File: src/hw/rtl/lcdt_pkg.sv
`timescale 1ns / 1ps

package lcdt_pkg;

  localparam int CNT_W      = 13;
  localparam int LINE_W     = 8;
  localparam int CYCLES_W   = 6;
  localparam int CFG_DATA_W = 8;
  localparam int CFG_IDX_W  = 3;
  localparam int QUOT_W     = 4;

  // Mode durations in dots
  localparam logic [CNT_W-1:0] OAM_CYCLES    = 13'd79;
  localparam logic [CNT_W-1:0] VRAM_CYCLES   = 13'd172;
  localparam logic [CNT_W-1:0] HBLANK_CYCLES = 13'd205;
  localparam int               LINE_CYCLES   = 456;
  localparam int               VBLANK_LINES  = 10;
  localparam logic [CNT_W-1:0] VBLANK_CYCLES = CNT_W'(LINE_CYCLES * VBLANK_LINES);
  localparam logic [LINE_W-1:0] VISIBLE_LINES = 8'd144;

  // Configuration register indexes
  localparam logic [CFG_IDX_W-1:0] REG_LCD_ENABLE    = 3'd0;
  localparam logic [CFG_IDX_W-1:0] REG_LINE_COMPARE  = 3'd1;
  localparam logic [CFG_IDX_W-1:0] REG_HBLANK_INT_EN = 3'd2;
  localparam logic [CFG_IDX_W-1:0] REG_VBLANK_INT_EN = 3'd3;
  localparam logic [CFG_IDX_W-1:0] REG_OAM_INT_EN    = 3'd4;

  typedef enum logic [1:0] {
    HBLANK_MODE    = 2'd0,
    VBLANK_MODE    = 2'd1,
    OAM_SCAN_MODE  = 2'd2,
    VRAM_READ_MODE = 2'd3
  } mode_t;

  typedef struct packed {
    logic              lcd_enable;
    logic [LINE_W-1:0] line_compare;
    logic              hblank_int_en;
    logic              vblank_int_en;
    logic              oam_int_en;
  } cfg_t;

  typedef struct packed {
    logic [CNT_W-1:0]  dot_counter;
    mode_t             mode;
    logic [LINE_W-1:0] line;
    logic              coincidence;
  } state_t;

  typedef struct packed {
    logic              vblank_irq;
    logic              stat_irq;
    logic              draw_valid;
    logic [LINE_W-1:0] draw_line;
  } pulse_t;

endpackage

File: src/hw/rtl/lcdt_cfg_regs.sv
`timescale 1ns / 1ps

module lcdt_cfg_regs (
  input  logic                             clk,
  input  logic                             rst,
  input  logic                             cfg_we,
  input  logic [lcdt_pkg::CFG_IDX_W-1:0]   cfg_index,
  input  logic [lcdt_pkg::CFG_DATA_W-1:0]  cfg_data,
  output lcdt_pkg::cfg_t                   cfg
);

  // Write the addressed register; drop writes to unknown indexes
  always_ff @(posedge clk) begin
    if (rst) begin
      cfg <= '0;
    end else if (cfg_we) begin
      case (cfg_index)
        lcdt_pkg::REG_LCD_ENABLE:    cfg.lcd_enable    <= cfg_data[0];
        lcdt_pkg::REG_LINE_COMPARE:  cfg.line_compare  <= cfg_data[lcdt_pkg::LINE_W-1:0];
        lcdt_pkg::REG_HBLANK_INT_EN: cfg.hblank_int_en <= cfg_data[0];
        lcdt_pkg::REG_VBLANK_INT_EN: cfg.vblank_int_en <= cfg_data[0];
        lcdt_pkg::REG_OAM_INT_EN:    cfg.oam_int_en    <= cfg_data[0];
        default: ;
      endcase
    end
  end

endmodule

File: src/hw/rtl/lcdt_step.sv
`timescale 1ns / 1ps

module lcdt_step (
  input  lcdt_pkg::cfg_t                  cfg,
  input  lcdt_pkg::state_t                state,
  input  logic [lcdt_pkg::CYCLES_W-1:0]   cycles,
  output lcdt_pkg::state_t                state_next,
  output lcdt_pkg::pulse_t                pulse
);

  logic [lcdt_pkg::CNT_W:0]    sum_wide;
  logic [lcdt_pkg::CNT_W-1:0]  sum;
  logic [lcdt_pkg::QUOT_W-1:0] quot;
  logic [lcdt_pkg::LINE_W-1:0] line_inc;

  // Advance the dot counter
  assign sum_wide = {1'b0, state.dot_counter} +
                    {{(lcdt_pkg::CNT_W + 1 - lcdt_pkg::CYCLES_W){1'b0}}, cycles};
  assign sum      = sum_wide[lcdt_pkg::CNT_W-1:0];
  assign line_inc = state.line + 8'd1;

  // Line within vblank: parallel compares against multiples of the line length
  always_comb begin
    quot = '0;
    for (int k = 1; k < lcdt_pkg::VBLANK_LINES; k++) begin
      if (sum >= lcdt_pkg::CNT_W'(k * lcdt_pkg::LINE_CYCLES)) begin
        quot = lcdt_pkg::QUOT_W'(k);
      end
    end
  end

  // Step the mode sequence; at most one mode change per item
  always_comb begin
    state_next = state;
    pulse      = '0;
    if (cfg.lcd_enable) begin
      state_next.dot_counter = sum;
      case (state.mode)
        lcdt_pkg::OAM_SCAN_MODE: begin
          if (sum >= lcdt_pkg::OAM_CYCLES) begin
            state_next.dot_counter = sum - lcdt_pkg::OAM_CYCLES;
            state_next.mode        = lcdt_pkg::VRAM_READ_MODE;
          end
        end
        lcdt_pkg::VRAM_READ_MODE: begin
          if (sum >= lcdt_pkg::VRAM_CYCLES) begin
            state_next.dot_counter = sum - lcdt_pkg::VRAM_CYCLES;
            state_next.mode        = lcdt_pkg::HBLANK_MODE;
            pulse.stat_irq         = cfg.hblank_int_en;
          end
        end
        lcdt_pkg::HBLANK_MODE: begin
          if (sum >= lcdt_pkg::HBLANK_CYCLES) begin
            state_next.dot_counter = sum - lcdt_pkg::HBLANK_CYCLES;
            state_next.line        = line_inc;
            if (state.line < lcdt_pkg::VISIBLE_LINES) begin
              pulse.draw_valid = 1'b1;
              pulse.draw_line  = state.line;
            end
            if (line_inc >= lcdt_pkg::VISIBLE_LINES) begin
              state_next.mode  = lcdt_pkg::VBLANK_MODE;
              pulse.vblank_irq = 1'b1;
              pulse.stat_irq   = cfg.vblank_int_en;
            end else begin
              state_next.mode = lcdt_pkg::OAM_SCAN_MODE;
              pulse.stat_irq  = cfg.oam_int_en;
            end
          end
        end
        lcdt_pkg::VBLANK_MODE: begin
          if (sum >= lcdt_pkg::VBLANK_CYCLES) begin
            state_next.dot_counter = sum - lcdt_pkg::VBLANK_CYCLES;
            state_next.mode        = lcdt_pkg::OAM_SCAN_MODE;
            state_next.line        = '0;
            pulse.stat_irq         = cfg.oam_int_en;
          end else begin
            state_next.line = {{(lcdt_pkg::LINE_W - lcdt_pkg::QUOT_W){1'b0}}, quot} +
                              lcdt_pkg::VISIBLE_LINES;
          end
        end
        default: ;
      endcase
      state_next.coincidence = (state_next.line == cfg.line_compare);
    end
  end

endmodule

File: src/hw/rtl/lcd_mode_timing_sequencer.sv
`timescale 1ns / 1ps

// LCD mode timing sequencer. Each input item is a tick carrying the cycles
// elapsed since the last one; each tick yields exactly one result item with
// the mode, line, coincidence flag, interrupt pulses and the finished visible
// line. Throughput is one item per clock while the output is not stalled:
// the tick is held in an input register, the whole mode/line update is one
// pass of compare-and-subtract logic on the 13-bit dot counter, and the
// result moves into an output register when the held item advances. The
// state registers update as the item moves into the output register, so a
// tick in the next cycle sees the new state. Configuration writes take effect
// at once and belong between ticks, while no item is in flight.
module lcd_mode_timing_sequencer (
  input  logic                             clk,
  input  logic                             rst,
  input  logic                             cfg_we,
  input  logic [lcdt_pkg::CFG_IDX_W-1:0]   cfg_index,
  input  logic [lcdt_pkg::CFG_DATA_W-1:0]  cfg_data,
  input  logic                             in_valid,
  output logic                             in_ready,
  input  logic [lcdt_pkg::CYCLES_W-1:0]    cycles,
  output logic                             out_valid,
  input  logic                             out_ready,
  output logic [1:0]                       mode,
  output logic [lcdt_pkg::LINE_W-1:0]      line,
  output logic                             coincidence,
  output logic                             vblank_irq,
  output logic                             stat_irq,
  output logic                             draw_valid,
  output logic [lcdt_pkg::LINE_W-1:0]      draw_line
);

  lcdt_pkg::cfg_t   cfg;
  lcdt_pkg::state_t state;
  lcdt_pkg::state_t state_next;
  lcdt_pkg::pulse_t pulse;

  logic                           in_held;
  logic [lcdt_pkg::CYCLES_W-1:0]  in_cycles;
  logic                           advance;

  lcdt_cfg_regs u_cfg_regs (
    .clk       (clk),
    .rst       (rst),
    .cfg_we    (cfg_we),
    .cfg_index (cfg_index),
    .cfg_data  (cfg_data),
    .cfg       (cfg)
  );

  lcdt_step u_step (
    .cfg        (cfg),
    .state      (state),
    .cycles     (in_cycles),
    .state_next (state_next),
    .pulse      (pulse)
  );

  // Move the held item on whenever the output register is free or draining
  assign advance  = in_held && (!out_valid || out_ready);
  assign in_ready = !in_held || advance;

  // Input register
  always_ff @(posedge clk) begin
    if (rst) begin
      in_held <= 1'b0;
    end else if (in_ready) begin
      in_held <= in_valid;
    end
  end

  always_ff @(posedge clk) begin
    if (in_valid && in_ready) begin
      in_cycles <= cycles;
    end
  end

  // Sequencer state advances with each item
  always_ff @(posedge clk) begin
    if (rst) begin
      state.dot_counter <= '0;
      state.mode        <= lcdt_pkg::OAM_SCAN_MODE;
      state.line        <= '0;
      state.coincidence <= 1'b0;
    end else if (advance) begin
      state <= state_next;
    end
  end

  // Output register
  always_ff @(posedge clk) begin
    if (rst) begin
      out_valid <= 1'b0;
    end else if (advance) begin
      out_valid <= 1'b1;
    end else if (out_ready) begin
      out_valid <= 1'b0;
    end
  end

  always_ff @(posedge clk) begin
    if (advance) begin
      mode        <= state_next.mode;
      line        <= state_next.line;
      coincidence <= state_next.coincidence;
      vblank_irq  <= pulse.vblank_irq;
      stat_irq    <= pulse.stat_irq;
      draw_valid  <= pulse.draw_valid;
      draw_line   <= pulse.draw_line;
    end
  end

endmodule

File: config.mk
export PLATFORM = sky130hd
export DESIGN_NAME = lcd_mode_timing_sequencer
export DESIGN_NICKNAME = d
export VERILOG_FILES = /design/src/hw/rtl/lcdt_pkg.sv /design/src/hw/rtl/lcdt_cfg_regs.sv /design/src/hw/rtl/lcdt_step.sv /design/src/hw/rtl/lcd_mode_timing_sequencer.sv
export SDC_FILE = /design/constraint.sdc
export NUM_CORES = 1
export LEC_CHECK = 0
export BUFFER_PORTS_ARGS = -buffer_cell sky130_fd_sc_hd__buf_2
export CAP_MARGIN = 15
export CORE_ASPECT_RATIO = 0.6
export CORE_UTILIZATION = 52
export DETAILED_ROUTE_END_ITERATION = 10
export PLACE_DENSITY = 0.71
export SLEW_MARGIN = 25
export SYNTH_ARGS = -nofsm -noshare
export SYNTH_HDL_FRONTEND = slang
export SYNTH_HIERARCHICAL = 1
export SYNTH_SLANG_ARGS = --single-unit
File: constraint.sdc
create_clock -name clk -period 5.5 [get_ports clk]
set_input_delay 1.1 -clock clk [delete_from_list [all_inputs] [get_ports clk]]
set_output_delay 1.1 -clock clk [all_outputs]
set_load 0.05 [all_outputs]
[After elaboration in Yosys (flattened, before gate mapping)]
Index checks and enable logic that the tools add are counted.
Widths: inputs -> output; s select.
Cells by class
  add/subtract/negate cells: 7
  $lt $le $gt $ge: 15
  equal/unequal tests: 8
  muxes and demuxes: 28
  reductions and logical operators: 17
Operators by type and width (count)
  $pmux 15 s4: 1
  $ge 13x12->1 const B: 4
  $mux 15: 3
  $ge 13x11->1 const B: 2
  $ge 13x13->1 const B: 2
  $ge 13x8->1 const B: 2
  $sub 13x8->13 const B: 2
  $mux 23: 1
  $mux 8: 2
  $pmux 8 s2: 1
  $add 13x6->13: 1
  $ge 13x10->1 const B: 1
  $ge 13x7->1 const B: 1
  $ge 13x9->1 const B: 1
  $sub 13x13->13 const B: 1
  $sub 13x7->13 const B: 1
  $mux 3: 4
  $reduce_and 2->1: 6
  $mux 11: 1
  $mux 10: 1
  $mux 9: 1
  $add 4x8->8 const B: 1
  $add 8x1->8 const B: 1
  $eq 8x8->1: 1
  19 further kinds: 33
Storage, ports and cells
  register bits after elaboration: 66
  input bits: 22
  output and inout port bits: 24
  word-level logic and storage cells: 94

[Longest topological paths before layout]
  depth after elaboration: 17
  gate-level depth with buffers: 20
  gate-level depth less buffers: 19

[Hierarchy]
The synthesis kept the hierarchy.
Modules (own cells, without submodules)
  lcdt_step: times used 1, cells each 453, area each 3130.5 um^2, sequential area each 0.0 um^2
  lcd_mode_timing_sequencer: times used 1, cells each 142, area each 2014.4 um^2, sequential area each 1361.3 um^2
  lcdt_cfg_regs: times used 1, cells each 52, area each 559.3 um^2, sequential area each 240.2 um^2

[Worst setup path after synthesis]
OpenSTA, ideal clock, no wires.
  path type: reg2reg
  start: register state[11] (netlist name)
  end: register state[21] (netlist name)
  library setup time: 119 ps
  arrival: 3835 ps
  data required time: 5381 ps
  slack: 1545 ps
  stages on the path, launching flop included: 20
  buffers on the path: 0
  period minus slack after synthesis: 3955 ps
  cells stage by stage: dfxtp_1 > ha_1 > inv_1 > fa_1 > nand2b_1 > a21boi_1 > xor2_2 > inv_1 > ha_1 > nand3_1 > inv_1 > o31a_2 > o31ai_4 > a211oi_1 > o311ai_1 > a21oi_1 > xnor2_1 > mux2_2 > nand2b_1 > mux2i_1
On the way
  longest elaborated chain between the ends: 4
  elaborated cells on any way between the ends: 14
  classes of those cells: add/sub (5); order compare (4); mux (5)
Ends and longest elaborated chain
  $add 13x6->13 (*): RTL line lcdt_step.sv:17  | assign sum_wide = {1'b0, state.dot_counter} +
  $sub 13x13->13 (tied with other cells): RTL line lcdt_step.sv:72  | state_next.dot_counter = sum - lcdt_pkg::VBLANK_CYCLES;
  $mux 15 (tied with other cells): RTL line lcdt_step.sv:71  | if (sum >= lcdt_pkg::VBLANK_CYCLES) begin
  $pmux 15 s4 (*): RTL line lcdt_step.sv:38  | case (state.mode)
Mark *: on every way between the ends. The rest lies on a longest branch, timed or not.
A chain may end at the register's enable or synchronous reset.

==> summary.txt <==
Global route
  • Largest net degree at the start of global routing: 71
  • Initial antenna violation count: 0
  • Vias in the first global route: ~4.7k
  • Gr ovfl total: 0
  • Total track usage: 30.2%
  • First-pass GRT wire length: around 26 mm

Setup path
  • WP data arrival: 5.04 ns
  • Startpoint Class: flop
  • Worst path bufs/invs: 2
  • Crit path max-delay family: compound AO/OA/AOI/OAI gates
  • Crit path kind: reg2reg
  • WP data required: 5.76 ns
  • Cells along the critical path: ha_1 > inv_1 > fa_1 > nand2b_1 > a21boi_1 > xor2_2 > inv_1 > ha_1 > a31oi_1 > a21oi_2 > or2_1 > a311o_1 > o311a_1 > xnor2_1 > nand4b_1 > o32ai_1 > nand2b_1 > mux2i_1
  • Peak per-stage delay on the critical path: 0.43 ns
  • CP max FO: 11
  • Crit. End Element: flop
  • Slowest cell on the critical path: xor2_2

Placed design
  • Routability Congestion: roughly 0.96
  • Port bufs: 45
  • Post-DP HPWL: ~12 mm

CTS
  • Clock slew at reported path FFs: ~0.060 ns
  • # hold bufs at CTS: 0
  • Clock Root Buffer: clkbuf_16
  • H-tree depth: 3
  • Post-cts sizing count: 0
  • CTS tree: yes
  • Num CTS Buffers: 9
  • Clk Latency, worst-skew pair: roughly 0.34 ns
  • Postcts setup bufs: 0
  • Clk sinks: 66
  • Clk buf depth: 2

STA
  • Final setup viols: 0
  • Worst-margin pin slew: between 0.9 and 1 ns
  • Final setup TNS: 0 ns
  • Max Clk Rate: approximately 210 MHz
  • Hold Fails Final Rpt: 0
  • Slew margin rel.: 38.7%
  • RSZ-0062 raised after global routing: no
  • Layout Skew: 0.0106 ns
  • Tmin final: 4.78 ns
  • Fraction of the cycle the final worst path needs: 86.9%
  • Max Slew Vio Count: 0

Synthesis
  • Number of synthesis warnings: 6
  • Synth area leaders: edfxtp_1, dfxtp_1, nand2b_1, mux2i_1, xnor2_1
  • FFs w/ async S/R, synth: 0%
  • Commonest cells post-synth: nand2b_1, mux2i_1, nand2_1
  • Syn Area/Cell: 8.82 um2
  • Post-synth EDFFs: 28
  • Count leader, synth: nand2b_1
  • #FFs+latches synth: 66
  • Cell taking the most area after synthesis: edfxtp_1
  • Syn Nets: approximately 690
  • Post-synth top flop: dfxtp_1
  • Post-synthesis cell count: around 650
  • Mapped Area: 0.00570 mm2
  • Synth top area share: 14.7%
  • Post-synthesis sequential area ratio: 28.1%
  • Synth cell types: 96

Floorplan
  • Core area: 0.0106 mm2
  • Die ar.: 0.0114 mm2
  • # rows: 29
  • Io pins: 46
  • Die width: ~140 um
  • Initial core utilization: 53.7%
  • Die Ht: 83.1 um

Cells and area
  • Final net count: between 700 and 800
  • Layout cell share with drive strength beyond 1: 17.0%
  • Antenna cells: 0
  • End-of-flow core utilization: 59.0%
  • Synth-to-Final Area Change: 10.0%

Route
  • Routed Antenna Nets: 0
  • Vias: 5250
  • 1st-iter DRT viols: approximately 630
  • First drt pass iteration count: 6
  • Final routed DRC violation total: 0
  • Drt total wl: between 15 and 20 mm
  • Avg Vias per Cell: 6.47
  • WL/cell: 20.7 um

Run
  • # Max-Cap Violations: 0

Pwr
  • Power Density: 214 mW/mm2
  • Leakage: approximately 0.0023 uW
  • Peak supply drop: 0.000178 V

Hold path
  • Min-delay worst type: reg2reg

Outcome
  • Status: finished clean
==> path summary, 6_finish.rpt <==
check / slack (ns) / cells past startpoint / to / startpoint
max reg2reg: 0.72 / 18 / state[0] / state[11]
max: 0.72 / 18 / state[0] / state[11]
min reg2reg: 0.48 / 2 / state[0] / state[0]
min: 0.48 / 2 / state[0] / state[0]
==> power by group <==
part	internal [uW]	switching (uW)	leakage [uW]
Clock	445	231	0.000163
Combinational	47.7	91.5	0.00155
Sequential	522	5.06	0.000572
Total	1010	327	0.00228
==> sequential cells by signal (all words and copies together), names as in the netlist <==
register        flops
coincidence         1
line                8
vblank_irq          1
in_held             1
draw_valid          1
u_cfg_regs/cfg     12
state              24
stat_irq            1
in_cycles           6
draw_line           8
out_valid           1
mode                2
==> cell families after synthesis <==
kind of cell,after synthesis,synth area share [%]
simple gates,239,24.0
compound gates,173,23.5
buf+inv,68,5.72
flops,66,28.1
mux,49,8.75
xor+xnor,33,5.66
fa+ha+maj,19,4.30
==> worst register-to-register path, cell delays in order (launching register included) <==
cell	delay, ns
dfxtp_1	0.36
ha_1	0.19
inv_1	0.06
fa_1	0.42
nand2b_1	0.19
a21boi_1	0.23
xor2_2	0.44
inv_1	0.27
ha_1	0.30
a31oi_1	0.25
a21oi_2	0.14
or2_1	0.40
a311o_1	0.38
o311a_1	0.16
xnor2_1	0.22
nand4b_1	0.13
o32ai_1	0.36
nand2b_1	0.09
mux2i_1	0.13
==> per-stage QoR <==
step	worst slack (ns)	power, uW	cell area [um2]	hold slack, ns	instances
detailed placement	0.851	674	5930	0.470	795
CTS	0.862	1350	6280	0.481	811
finish	0.721	1340	6280	0.482	811
global placement	1.06	671	5930	0.463	795
global route	0.470	1380	6280	0.495	811
floorplan	1.55	642	5700	0.446	647
==> area by class of cell <==
type                       instances  area, um2
clock buffer                      10        229
clock inverter                     6        115
fill                             981       4360
inverter                          24       90.1
multi-input combinational        513       3780
sequential                        66       1600
tap                              139        174
timing repair buffer              53        285
==> cell usage in the layout (no fill, tap or decap), types with 7 or more instances in the layout <==
| cell | count |
|---|---|
| buf_2 | 45 |
| nand4_1 | 7 |
| o21ai_0 | 27 |
| buf_4 | 8 |
| a21oi_1 | 35 |
| and2_1 | 11 |
| nor2_1 | 35 |
| dfxtp_1 | 38 |
| xnor2_1 | 27 |
| inv_1 | 23 |
| nand2b_1 | 68 |
| nand3_1 | 15 |
| nor3_1 | 9 |
| o211ai_1 | 14 |
| edfxtp_1 | 28 |
| a211oi_1 | 10 |
| ha_1 | 18 |
| clkbuf_16 | 9 |
| mux2i_1 | 42 |
| nand2_1 | 40 |
| mux2_2 | 7 |
==> per-layer routing <==
layer | vias to the layer above | global-route usage [%] | share of wire [%]
met5 | - | 0 | 0
met4 | 0 | 5.29 | 0.71
met3 | 13 | 8.30 | 12
met2 | 308 | 39.5 | 38
met1 | 2509 | 48.3 | 49
li1 | 2420 | - | -
(Power assumes the default switching activity.)
